--- config.mk ---
export PLATFORM = sky130hd
export DESIGN_NAME = led_panel_scan_sequencer_unit
export DESIGN_NICKNAME = d
export VERILOG_FILES = /design/src/hdl/lpss_pkg.sv /design/src/hdl/lpss_cfg_regs.sv /design/src/hdl/lpss_scan_ctrl.sv /design/src/hdl/lpss_out_seq.sv /design/src/hdl/led_panel_scan_sequencer_unit.sv
export SDC_FILE = /design/constraint.sdc
export NUM_CORES = 1
export LEC_CHECK = 0
export ABC_AREA = 1
export BUFFER_PORTS_ARGS = -buffer_cell sky130_fd_sc_hd__buf_4
export CAP_MARGIN = 20
export CORE_MARGIN = 4
export CORE_UTILIZATION = 45
export DETAILED_ROUTE_END_ITERATION = 6
export PLACE_DENSITY = 0.76
export SYNTH_ARGS = -nofsm -noshare
export SYNTH_HDL_FRONTEND = slang
export SYNTH_SLANG_ARGS = --single-unit
--- constraint.sdc ---
create_clock -name clk -period 3.3 [get_ports clk]
set_clock_uncertainty 0.15 [all_clocks]
set_input_delay 0.33 -clock clk [delete_from_list [all_inputs] [get_ports clk]]
set_output_delay 0.33 -clock clk [all_outputs]
set_load 0.05 [all_outputs]
--- src/hdl/lpss_pkg.sv ---
// Shared types and constants for the LED panel scan sequencer.
`default_nettype none

package lpss_pkg;

	// Longest chain row and number of row address lines on the panel.
	localparam int MAX_LINE_WIDTH = 2048;
	localparam int ADDRESS_LINES  = 5;

	// Field widths fixed by the panel interface.
	localparam int PIX_W    = 32;
	localparam int ROW_W    = 5;
	localparam int HR_W     = 6;
	localparam int LW_CFG_W = 12;
	localparam int PC_W     = 7;
	localparam int PLANE_W  = 6;

	// Column counter and the width used to compare it against the row length.
	localparam int COL_W = $clog2(MAX_LINE_WIDTH);
	localparam int CMP_W = (COL_W + 1 > LW_CFG_W) ? COL_W + 1 : LW_CFG_W;

	localparam logic [ROW_W-1:0] ADDR_MASK = ROW_W'((1 << ADDRESS_LINES) - 1);

	localparam logic [HR_W-1:0]  HR_MAX = HR_W'(32);
	localparam logic [PC_W-1:0]  PC_MAX = PC_W'(64);
	localparam logic [CMP_W-1:0] LW_MAX = CMP_W'(MAX_LINE_WIDTH);

	// Configuration port.
	localparam int CFG_IDX_W  = 2;
	localparam int CFG_DATA_W = LW_CFG_W;

	typedef enum logic [CFG_IDX_W-1:0] {
		CFG_HALF_ROWS     = 2'd0,
		CFG_LINE_WIDTH    = 2'd1,
		CFG_PLANE_COUNT   = 2'd2,
		CFG_JITTER_ENABLE = 2'd3
	} cfg_index_t;

	// Register values after range limiting, as used by the scan logic.
	typedef struct packed {
		logic [HR_W-1:0]  half_rows;
		logic [CMP_W-1:0] line_width;
		logic [PC_W-1:0]  plane_count;
		logic             jitter_enable;
	} cfg_t;

	typedef struct packed {
		logic [PIX_W-1:0] pixel_bits;
		logic             oe_jitter;
		logic             buffer_request;
	} in_item_t;

	typedef struct packed {
		logic [PIX_W-1:0]   rgb_bits;
		logic [ROW_W-1:0]   row_address;
		logic               blank;
		logic               clock_rise;
		logic               latch;
		logic [PLANE_W-1:0] bit_plane;
		logic               active_buffer;
		logic               last;
	} out_item_t;

	// One decoded pixel held between the scan counters and the output sequencer.
	typedef struct packed {
		logic [PIX_W-1:0]   rgb_bits;
		logic [ROW_W-1:0]   row_address;
		logic               blank;
		logic [PLANE_W-1:0] bit_plane;
		logic               active_buffer;
		logic               row_end;
	} pix_word_t;

	typedef enum logic [2:0] {
		PH_PIXEL = 3'b001,
		PH_BLANK = 3'b010,
		PH_LATCH = 3'b100
	} phase_t;

endpackage

`default_nettype wire

--- src/hdl/lpss_cfg_regs.sv ---
// Configuration registers of the scan sequencer with range limiting.
`default_nettype none

module lpss_cfg_regs
	import lpss_pkg::*;
(
	input  wire logic                  clk,
	input  wire logic                  arst_n,
	input  wire logic                  cfg_we,
	input  wire logic [CFG_IDX_W-1:0]  cfg_index,
	input  wire logic [CFG_DATA_W-1:0] cfg_data,
	output cfg_t                       cfg
);

	logic [HR_W-1:0]     half_rows_q;
	logic [LW_CFG_W-1:0] line_width_q;
	logic [PC_W-1:0]     plane_count_q;
	logic                jitter_enable_q;
	logic [CMP_W-1:0]    lw_ext;

	always_ff @(posedge clk or negedge arst_n) begin
		if (!arst_n) begin
			half_rows_q     <= HR_W'(32);
			line_width_q    <= LW_CFG_W'(64);
			plane_count_q   <= PC_W'(8);
			jitter_enable_q <= 1'b0;
		end else if (cfg_we) begin
			unique case (cfg_index_t'(cfg_index))
				CFG_HALF_ROWS:     half_rows_q     <= cfg_data[HR_W-1:0];
				CFG_LINE_WIDTH:    line_width_q    <= cfg_data[LW_CFG_W-1:0];
				CFG_PLANE_COUNT:   plane_count_q   <= cfg_data[PC_W-1:0];
				CFG_JITTER_ENABLE: jitter_enable_q <= cfg_data[0];
				default: ;
			endcase
		end
	end

	// Zero counts as one, anything above the panel limit as the limit.
	assign lw_ext = CMP_W'(line_width_q);

	always_comb begin
		cfg.jitter_enable = jitter_enable_q;

		if (half_rows_q == '0)
			cfg.half_rows = HR_W'(1);
		else if (half_rows_q > HR_MAX)
			cfg.half_rows = HR_MAX;
		else
			cfg.half_rows = half_rows_q;

		if (lw_ext == '0)
			cfg.line_width = CMP_W'(1);
		else if (lw_ext > LW_MAX)
			cfg.line_width = LW_MAX;
		else
			cfg.line_width = lw_ext;

		if (plane_count_q == '0)
			cfg.plane_count = PC_W'(1);
		else if (plane_count_q > PC_MAX)
			cfg.plane_count = PC_MAX;
		else
			cfg.plane_count = plane_count_q;
	end

endmodule

`default_nettype wire

--- src/hdl/lpss_scan_ctrl.sv ---
// Scan position counters, buffer selection and the pixel stage register.
`default_nettype none

module lpss_scan_ctrl
	import lpss_pkg::*;
(
	input  wire logic clk,
	input  wire logic arst_n,
	input  cfg_t      cfg,
	input  wire logic in_valid,
	output logic      in_ready,
	input  in_item_t  in_item,
	input  wire logic s1_done,
	output logic      s1_valid,
	output pix_word_t s1_word
);

	logic [COL_W-1:0]   column_count_q;
	logic [ROW_W-1:0]   row_count_q;
	logic [PLANE_W-1:0] plane_index_q;
	logic               shown_buffer_q;
	logic               seen_request_q;
	logic               s1_valid_q;
	pix_word_t          word_s1;

	logic               accept;
	logic [CMP_W-1:0]   col_inc;
	logic               row_end;
	logic               row_last;
	logic               plane_last;
	logic [HR_W-1:0]    hr_less_one;
	logic [ROW_W-1:0]   addr;
	pix_word_t          word_d;

	assign in_ready = !s1_valid_q || s1_done;
	assign accept   = in_valid && in_ready;

	assign col_inc    = CMP_W'(column_count_q) + CMP_W'(1);
	assign row_end    = col_inc >= cfg.line_width;
	assign row_last   = (HR_W'(row_count_q) + HR_W'(1)) >= cfg.half_rows;
	assign plane_last = (PC_W'(plane_index_q) + PC_W'(1)) >= cfg.plane_count;
	assign hr_less_one = cfg.half_rows - HR_W'(1);

	// The panel address trails the scan row by one, wrapping row zero to the top.
	always_comb begin
		if (row_count_q == '0)
			addr = hr_less_one[ROW_W-1:0];
		else
			addr = row_count_q - ROW_W'(1);
		addr = addr & ADDR_MASK;
	end

	always_comb begin
		word_d.rgb_bits      = in_item.pixel_bits;
		word_d.row_address   = addr;
		word_d.blank         = cfg.jitter_enable & in_item.oe_jitter;
		word_d.bit_plane     = plane_index_q;
		word_d.active_buffer = shown_buffer_q;
		word_d.row_end       = row_end;
	end

	always_ff @(posedge clk or negedge arst_n) begin
		if (!arst_n) begin
			column_count_q <= '0;
			row_count_q    <= '0;
			plane_index_q  <= '0;
			shown_buffer_q <= 1'b0;
			seen_request_q <= 1'b0;
			s1_valid_q     <= 1'b0;
		end else begin
			if (accept) begin
				s1_valid_q <= 1'b1;
				if (!row_end) begin
					column_count_q <= col_inc[COL_W-1:0];
				end else begin
					column_count_q <= '0;
					if (row_last) begin
						row_count_q <= '0;
						if (in_item.buffer_request != seen_request_q) begin
							seen_request_q <= in_item.buffer_request;
							shown_buffer_q <= in_item.buffer_request;
						end
						if (plane_last)
							plane_index_q <= '0;
						else
							plane_index_q <= plane_index_q + PLANE_W'(1);
					end else begin
						row_count_q <= row_count_q + ROW_W'(1);
					end
				end
			end else if (s1_done) begin
				s1_valid_q <= 1'b0;
			end
		end
	end

	always_ff @(posedge clk) begin
		if (accept)
			word_s1 <= word_d;
	end

	assign s1_valid = s1_valid_q;
	assign s1_word  = word_s1;

endmodule

`default_nettype wire

--- src/hdl/lpss_out_seq.sv ---
// Output sequencer: pixel, blanking and latch results into the output register.
`default_nettype none

module lpss_out_seq
	import lpss_pkg::*;
(
	input  wire logic clk,
	input  wire logic arst_n,
	input  wire logic s1_valid,
	input  pix_word_t s1_word,
	output logic      s1_done,
	output logic      out_valid,
	input  wire logic out_ready,
	output out_item_t out_item
);

	phase_t    phase_q;
	phase_t    phase_d;
	logic      out_valid_q;
	out_item_t result_q;
	out_item_t result_d;
	logic      out_free;
	logic      emit;

	assign out_free = !out_valid_q || out_ready;
	assign emit     = s1_valid && out_free;

	always_comb begin
		result_d.rgb_bits      = '0;
		result_d.row_address   = '0;
		result_d.blank         = 1'b1;
		result_d.clock_rise    = 1'b0;
		result_d.latch         = 1'b0;
		result_d.bit_plane     = s1_word.bit_plane;
		result_d.active_buffer = s1_word.active_buffer;
		result_d.last          = 1'b0;
		phase_d                = phase_q;
		s1_done                = 1'b0;
		unique case (phase_q)
			PH_PIXEL: begin
				result_d.rgb_bits    = s1_word.rgb_bits;
				result_d.row_address = s1_word.row_address;
				result_d.blank       = s1_word.blank;
				result_d.clock_rise  = 1'b1;
				result_d.last        = !s1_word.row_end;
				phase_d              = s1_word.row_end ? PH_BLANK : PH_PIXEL;
				s1_done              = emit && !s1_word.row_end;
			end
			PH_BLANK: begin
				phase_d = PH_LATCH;
			end
			PH_LATCH: begin
				result_d.latch = 1'b1;
				result_d.last  = 1'b1;
				phase_d        = PH_PIXEL;
				s1_done        = emit;
			end
			default: begin
				phase_d = PH_PIXEL;
			end
		endcase
	end

	always_ff @(posedge clk or negedge arst_n) begin
		if (!arst_n) begin
			phase_q     <= PH_PIXEL;
			out_valid_q <= 1'b0;
		end else begin
			if (emit) begin
				phase_q     <= phase_d;
				out_valid_q <= 1'b1;
			end else if (out_ready) begin
				out_valid_q <= 1'b0;
			end
		end
	end

	always_ff @(posedge clk) begin
		if (emit)
			result_q <= result_d;
	end

	assign out_valid = out_valid_q;
	assign out_item  = result_q;

endmodule

`default_nettype wire

--- src/hdl/led_panel_scan_sequencer_unit.sv ---
// Top level of the LED panel scan sequencer.
//
//   Channel   Handshake            Payload
//   in        in_valid/in_ready    in_item  (pixel word, jitter bit, buffer request)
//   out       out_valid/out_ready  out_item (pin word, address, strobes, plane, buffer)
//   cfg       cfg_we               cfg_index, cfg_data (no read-back)
//
// Each input item is one pixel of the scan order: bit plane, then row, then column.
// An item that does not end a row gives one result, so while out_ready is high the block
// takes an item every cycle. An item that ends a row gives three results (pixel, blanking
// word, latch); the output register accepts one result per cycle when it is free, so
// in_ready stays low until the latch result is accepted. The first result of an item
// passes through the pixel stage register and then the output register.
// Reset clears the scan counters, selects buffer A, loads the register defaults and
// empties both stages. When out_ready is low the output register holds and the
// pixel stage takes at most one more item before in_ready drops.
`default_nettype none

module led_panel_scan_sequencer_unit
	import lpss_pkg::*;
(
	input  wire logic                  clk,
	input  wire logic                  arst_n,
	input  wire logic                  in_valid,
	output logic                       in_ready,
	input  in_item_t                   in_item,
	output logic                       out_valid,
	input  wire logic                  out_ready,
	output out_item_t                  out_item,
	input  wire logic                  cfg_we,
	input  wire logic [CFG_IDX_W-1:0]  cfg_index,
	input  wire logic [CFG_DATA_W-1:0] cfg_data
);

	cfg_t      cfg;
	logic      s1_valid;
	logic      s1_done;
	pix_word_t s1_word;

	// Register file; values are limited to the panel's range before use.
	lpss_cfg_regs u_cfg_regs (
		.clk       (clk),
		.arst_n    (arst_n),
		.cfg_we    (cfg_we),
		.cfg_index (cfg_index),
		.cfg_data  (cfg_data),
		.cfg       (cfg)
	);

	// Column, row and plane counters advance as each item is taken; the decoded
	// pixel waits in the stage register until its last result enters the output register.
	lpss_scan_ctrl u_scan_ctrl (
		.clk      (clk),
		.arst_n   (arst_n),
		.cfg      (cfg),
		.in_valid (in_valid),
		.in_ready (in_ready),
		.in_item  (in_item),
		.s1_done  (s1_done),
		.s1_valid (s1_valid),
		.s1_word  (s1_word)
	);

	// Steps through the pixel, blanking and latch results of the staged item.
	lpss_out_seq u_out_seq (
		.clk       (clk),
		.arst_n    (arst_n),
		.s1_valid  (s1_valid),
		.s1_word   (s1_word),
		.s1_done   (s1_done),
		.out_valid (out_valid),
		.out_ready (out_ready),
		.out_item  (out_item)
	);

	// A taken item always lands in the pixel stage.
	a_accept_fills_stage: assert property (@(posedge clk) disable iff (!arst_n)
		in_valid && in_ready |=> s1_valid)
		else $error("accepted item did not reach the pixel stage");

	// The pixel that ends a row is followed directly by the blanking word.
	a_blank_after_row_end: assert property (@(posedge clk) disable iff (!arst_n)
		out_valid && out_ready && out_item.clock_rise && !out_item.last |=>
		out_valid && out_item.blank && !out_item.clock_rise && !out_item.latch)
		else $error("row end pixel not followed by blanking word");

	// A latch result drives all pins low with the display off and closes its item.
	a_latch_shape: assert property (@(posedge clk) disable iff (!arst_n)
		out_valid && out_item.latch |->
		out_item.blank && out_item.last && (out_item.rgb_bits == '0) &&
		(out_item.row_address == '0) && !out_item.clock_rise)
		else $error("malformed latch result");

	// The stage does not take a new item while its current one is still being sent.
	a_no_overrun: assert property (@(posedge clk) disable iff (!arst_n)
		s1_valid && !s1_done |-> !in_ready)
		else $error("input taken while pixel stage busy");

endmodule

`default_nettype wire
== After elaboration in Yosys (flattened, before gate mapping) ==
Index checks and enable logic that the tools add are counted.
W data, S select, Z words.

* Register bits: 148
* Word-level logic and storage cells: 88

* Add/subtract/negate cells: 7
* $lt $le $gt $ge: 6
* Equal/unequal tests: 7
* Mux-type cells: 20
* Bitwise operators: 1
* Reduce and logical (&&, ||, !) cells: 22

{| class="wikitable"
|+ Operator list
! kind !! number
|-
| $mux W12 || 2
|-
| $mux W6 || 3
|-
| $mux W7 || 2
|-
| $add A11 B1 Y12 const B || 1
|-
| $ge A12 B12 Y1 || 1
|-
| $gt A12 B12 Y1 const B || 1
|-
| $logic_not A12 Y1 || 1
|-
| $mux W11 || 1
|-
| $mux W5 || 2
|-
| $reduce_and A2 Y1 || 5
|-
| $sub A5 B1 Y5 const B || 2
|-
| $add A6 B1 Y7 const B || 1
|-
| $ge A7 B7 Y1 || 1
|-
| $gt A7 B7 Y1 const B || 1
|-
| $logic_not A7 Y1 || 1
|-
| $add A5 B1 Y6 const B || 1
|-
| $add A6 B1 Y6 const B || 1
|-
| $ge A6 B6 Y1 || 1
|-
| $gt A6 B6 Y1 const B || 1
|-
| $logic_not A6 Y1 || 1
|-
| $mux W1 || 6
|-
| $pmux W3 S2 || 1
|-
| $add A5 B1 Y5 const B || 1
|-
| $logic_not A5 Y1 || 1
|-
| 16 further kinds || 24
|}

== Logic depth before layout (Yosys ltp) ==
* Depth in word-level cells: 8
* Mapped depth: 18
* Depth with buffers taken out: 18

== By module ==
Synthesis repeated with hierarchy kept, for this count alone.

* Cells, all modules: 673
* Area, all modules: 6960.4 um2

{| class="wikitable"
|+ Modules (own cells, without submodules)
! module !! times used !! cells an instance !! area each (um2) !! sequential area each (um2)
|-
| lpss_scan_ctrl || 1 || 356 || 3538.4 || 1981.9
|-
| lpss_out_seq || 1 || 156 || 1969.4 || 1542.7
|-
| lpss_cfg_regs || 1 || 161 || 1452.6 || 654.4
|}

== Worst setup path after synthesis ==
OpenSTA, ideal clock, no wires.

* Path kind: reg-to-reg
* Start: register u_scan_ctrl.column_count_q[0]
* End: register u_scan_ctrl.column_count_q[10]
* Arrival: 2279 ps
* Slack: 742 ps
* Stages on the path, launching flop included: 18
* Buffers on the path: 0
* Clock period less this slack: 2558 ps
* Path through: dfrtp_1 ha_1 nand2_1 nor2_1 nand2_1 nor2_1 xor2_1 inv_1 ha_1 nand2_1 nor2_1 nand2_1 nor2_1 nor2_4 nand2_2 inv_1 nand2_4 o21ai_0

* Longest elaborated chain between the ends: 3

{| class="wikitable"
|+ Ends and longest elaborated chain
! element !! RTL line !! RTL
|-
| from (decl) || lpss_scan_ctrl.sv:18 || <nowiki>logic [COL_W-1:0] column_count_q;</nowiki>
|-
| from (signal assigned) || lpss_scan_ctrl.sv:74 || <nowiki>column_count_q <= col_inc[COL_W-1:0];</nowiki>
|-
| $add A11 B1 Y12 || lpss_scan_ctrl.sv:38 || <nowiki>assign col_inc = CMP_W'(column_count_q) + CMP_W'(1);</nowiki>
|-
| $ge A12 B12 Y1 || lpss_scan_ctrl.sv:39 || <nowiki>assign row_end = col_inc >= cfg.line_width;</nowiki>
|-
| via u_scan_ctrl.row_end || lpss_scan_ctrl.sv:28 || <nowiki>logic row_end;</nowiki>
|-
| $mux W11 || lpss_scan_ctrl.sv:73 || <nowiki>if (!row_end) begin</nowiki>
|}

The timed path passes the listed nets, and every way through them passes these cells.
A chain may end at the register's enable or synchronous reset.

== Worst setup path after layout ==
Ends and elaborated chain as after synthesis.

==> results by group <==
Run status
  • Run status: complete, no violations

Yosys
  • Synth Area in XOR/XNOR: 1.594%
  • Area fraction of the dominant cell type after synthesis: 42.80%
  • Mapped Cells: 627
  • Sequential cell area fraction in the yosys report: 63.37%
  • Async SR Flop Fraction: 36.49%
  • Synth Area in Compound Gates: 5.369%
  • Cell accounting for the most synthesized area: edfxtp_1
  • Syn_area_per_cell: 10.52 sq um
  • Mapped cell area: about 6600 sq um
  • Post-Synth Simple-Gate Area: 16.85%
  • Synthesized Nets: 710
  • YS warnings: 0
  • Largest family of logic cells by synthesized area: simple AND/OR/NAND/NOR gates
  • Main synth FF type: edfxtp_1
  • Cell variety after synth: 35
  • Post-synth EDFFs: 94
  • Synth Area in Adders: 5.692%
  • Area contributors post-synth: edfxtp_1 43%, dfrtp_1 19%, nand2_1 7.8%
  • #FFs+latches synth: 148
  • Mux cell area share after synthesis: 0.6830%

Floorplanning
  • Die X: 129.1 microns
  • Initial core utilization: about 47%
  • Core Rows: between 40 and 50
  • Die area: approximately 17000 sq um
  • Core Region: 14100 sq um
  • Num ports: 103
  • Die H: 129.1 microns

Timing
  • Setup ws final: 447.6 ps
  • Fin Setup TNS: 0 ps
  • RSZ-0062 raised after global routing: no
  • Final setup fails: 0
  • Slew @ Worst Pin: 755.7 ps
  • Fmax: 350.6 MHz
  • Final Hold Vio Count: 0
  • Relative slew slack: 49.51%
  • Min Tclk post-route: 2852 ps
  • Crit share post-route: slightly below 90%
  • Count of pins over their slew limit: 0

Setup path
  • Critical path cell sequence: ha_1, nand2_1, nor2_1, nand2_1, nor2_1, xor2_1, inv_1, ha_1, nand2_1, nor2_1, nand2_1, nor2_1, nand2_1, nand2_2, inv_1, nand2_4, o21ai_0
  • Required time worst endpoint: 3450 ps
  • Critical Path Slowest Stage Cell: dfrtp_1
  • Setup crit start kind: register
  • Crit path DAT: 3000 ps
  • CP Class: register to register
  • CP peak stage delay: 420 ps
  • Most used cell, CP: nand2_1
  • Critical path's top delay family: simple AND/OR/NAND/NOR gates
  • Buf/Inv on CP: 2
  • Worst Path Max Fanout: 6
  • CP Capture Type: register

Placement
  • Detail Placement HPWL: 9033 microns
  • Placed cell count: roughly 900
  • Port bufs: between 100 and 150
  • Post-DP Area: 7617 sq um
  • Post-place setup slack: 481.3 ps
  • RD Place Congestion: 0.8369

CTS
  • Worst-skew pair later-pin latency: ~420 ps
  • PostCTS Resize Cnt: 0
  • Clock slew at reported path FFs: 70 ps
  • Hold buffer count at CTS: 38
  • H-Tree Depth: 4
  • Cts bufs inserted: 17
  • Setup bufs post-CTS: 0
  • CTS tree: built
  • Longest Clk Path Bufs: 2
  • Root buffer cell: clkbuf_16
  • Num Clock Sinks: 148

Detailed routing
  • Avg Vias per Cell: 4.838
  • ANT nets after route: 0
  • Number of remaining DRC errors: 0
  • Drt first pass iters: 5
  • Per-cell routed wire length: 13.70 microns
  • WL final: between 10000 and 15000 microns
  • DR vias: 4727
  • Initial drt markers: 355

GRT
  • First-pass GRT wire length: 22270 microns
  • Remaining Overflow, GRT: 0
  • Total track usage: 16.97%
  • Initial antenna violation count: 0
  • Pin count of the biggest net entering global routing: 55
  • Vias in the first global route: between 4000 and 5000

Finish
  • Fill count: 1078
  • Commonest non-fill, non-tap cell in the layout: nand2_1
  • Area growth, synth to finish: 30.22%
  • Fin area: 8588 sq um
  • ANT cells: 0
  • Nets: 867
  • Layout cells sized above 1: 21.08%
  • Commonest non-fill, non-tap cells in the layout: 137 x nand2_1, 107 x buf_4, 98 x inv_1
  • Non-Filler Instances: ~980

Pwr
  • NetSw: 3.202 mW
  • P_int: 4.596 mW
  • Net Sw Frac: 41.06%
  • Pwr/cell area: 908.1 nW/um^2
  • Clk pwr share: 23.8%
  • Tot Pwr: slightly below 8 mW
  • Share of power burned in registers: 38.1%
  • P_leak: just over 4 nW
  • Max VDD drop: approximately 400 uV
  • Combinational share of power: 38.1%

Min path
  • Min-Delay Path Class: input port to register

Run
  • Max_cap viols: 0
## worst paths after layout
kind / depth (start not counted) / start / slack [ps] / end
max in group asynchronous: 2 / arst_n / 2200 / u_scan_ctrl.plane_index_q[5]
max reg2reg: 17 / u_scan_ctrl.column_count_q[0] / 450 / u_scan_ctrl.column_count_q[10]
min reg2reg: 0 / u_scan_ctrl.s1_word[1] / 270 / u_out_seq.out_item[1]
max: 17 / u_scan_ctrl.column_count_q[0] / 450 / u_scan_ctrl.column_count_q[10]
min in group asynchronous: 2 / arst_n / 340 / u_cfg_regs.half_rows_q[2]
min: 3 / in_item[0] / 20 / u_scan_ctrl.shown_buffer_q
## routing by layer
metal	GRT usage, %	routed length [microns]	up-vias
li1	-	-	2368
met1	21.97	5988	2183
met2	28.20	6350	159
met3	4.699	893	17
met4	4.818	148	0
met5	0	0	-
## worst register-to-register path, delay by kind of cell, from the launching register on
kind / cells / cell delay [ps]
xor+xnor: 1 / 190
flops: 1 / 420
buf+inv: 2 / 210
fa+ha+maj: 2 / 480
compound gates: 1 / 80
simple gates: 11 / 1220
## area by class of cell
cell class | count | area (sq um) | area share [%]
tap | 180 | 225.2 | 2.622
clock inverter | 15 | 165.2 | 1.923
timing repair buffer | 147 | 1224 | 14.25
inverter | 101 | 379.1 | 4.414
multi-input combinational | 369 | 1991 | 23.18
sequential | 148 | 4179 | 48.66
clock buffer | 17 | 425.4 | 4.953
## cell usage after synthesis, types with 2 or more instances
| master | number |
|---|---|
| nor3_1 | 3 |
| xnor2_1 | 2 |
| ha_1 | 30 |
| nand2_1 | 137 |
| a21oi_1 | 10 |
| dfrtp_1 | 50 |
| inv_1 | 99 |
| dfstp_2 | 4 |
| nand3_1 | 30 |
| nor2_1 | 68 |
| a21oi_4 | 2 |
| nand3_2 | 2 |
| o21ai_1 | 9 |
| nand2_4 | 4 |
| mux2_2 | 4 |
| xor2_1 | 10 |
| nand4_1 | 5 |
| edfxtp_1 | 94 |
| clkbuf_1 | 7 |
| o21ai_0 | 39 |
| or2_2 | 3 |
| inv_2 | 2 |
## flip-flops by register name (all words and copies together) (netlist names), 3 cells and up
name	count
u_scan_ctrl.column_count_q	11
u_out_seq.phase_q	3
u_out_seq.out_item	48
u_cfg_regs.half_rows_q	6
u_scan_ctrl.s1_word	46
u_scan_ctrl.plane_index_q	6
u_cfg_regs.plane_count_q	7
u_scan_ctrl.row_count_q	5
u_cfg_regs.line_width_q	12
## power by group through the flow
| stage | clock network (mW) | logic, mW | registers, mW |
|---|---|---|---|
| after floorplan | 0 | 1.06 | 3.96 |
| after global placement | 0 | 2.88 | 2.96 |
| after detailed placement | 0 | 2.94 | 2.99 |
| after CTS | 1.89 | 2.98 | 2.96 |
| after global routing | 1.99 | 3.23 | 3.03 |
| final | 1.86 | 2.97 | 2.97 |
## stage by stage
| step | hold slack, ps | utilization, % |
|---|---|---|
| finish | 15.77 | 60.93 |
| global route | 20.19 | 60.93 |
| CTS | 2.854 | 60.93 |
| detailed placement | 254.5 | 54.04 |
| global placement | 251.0 | 54.04 |
| floorplan | -115.6 | - |
## cells by family after synthesis
family / after synthesis
adders and majority gates: 30
DFF: 148
xor gates and xnor gates: 12
muxes: 4
and+or+nand+nor: 259
buffers and inverters: 110
AOI/OAI and AO/OA: 64
Note: power is estimated with default switching activity, not from simulation.
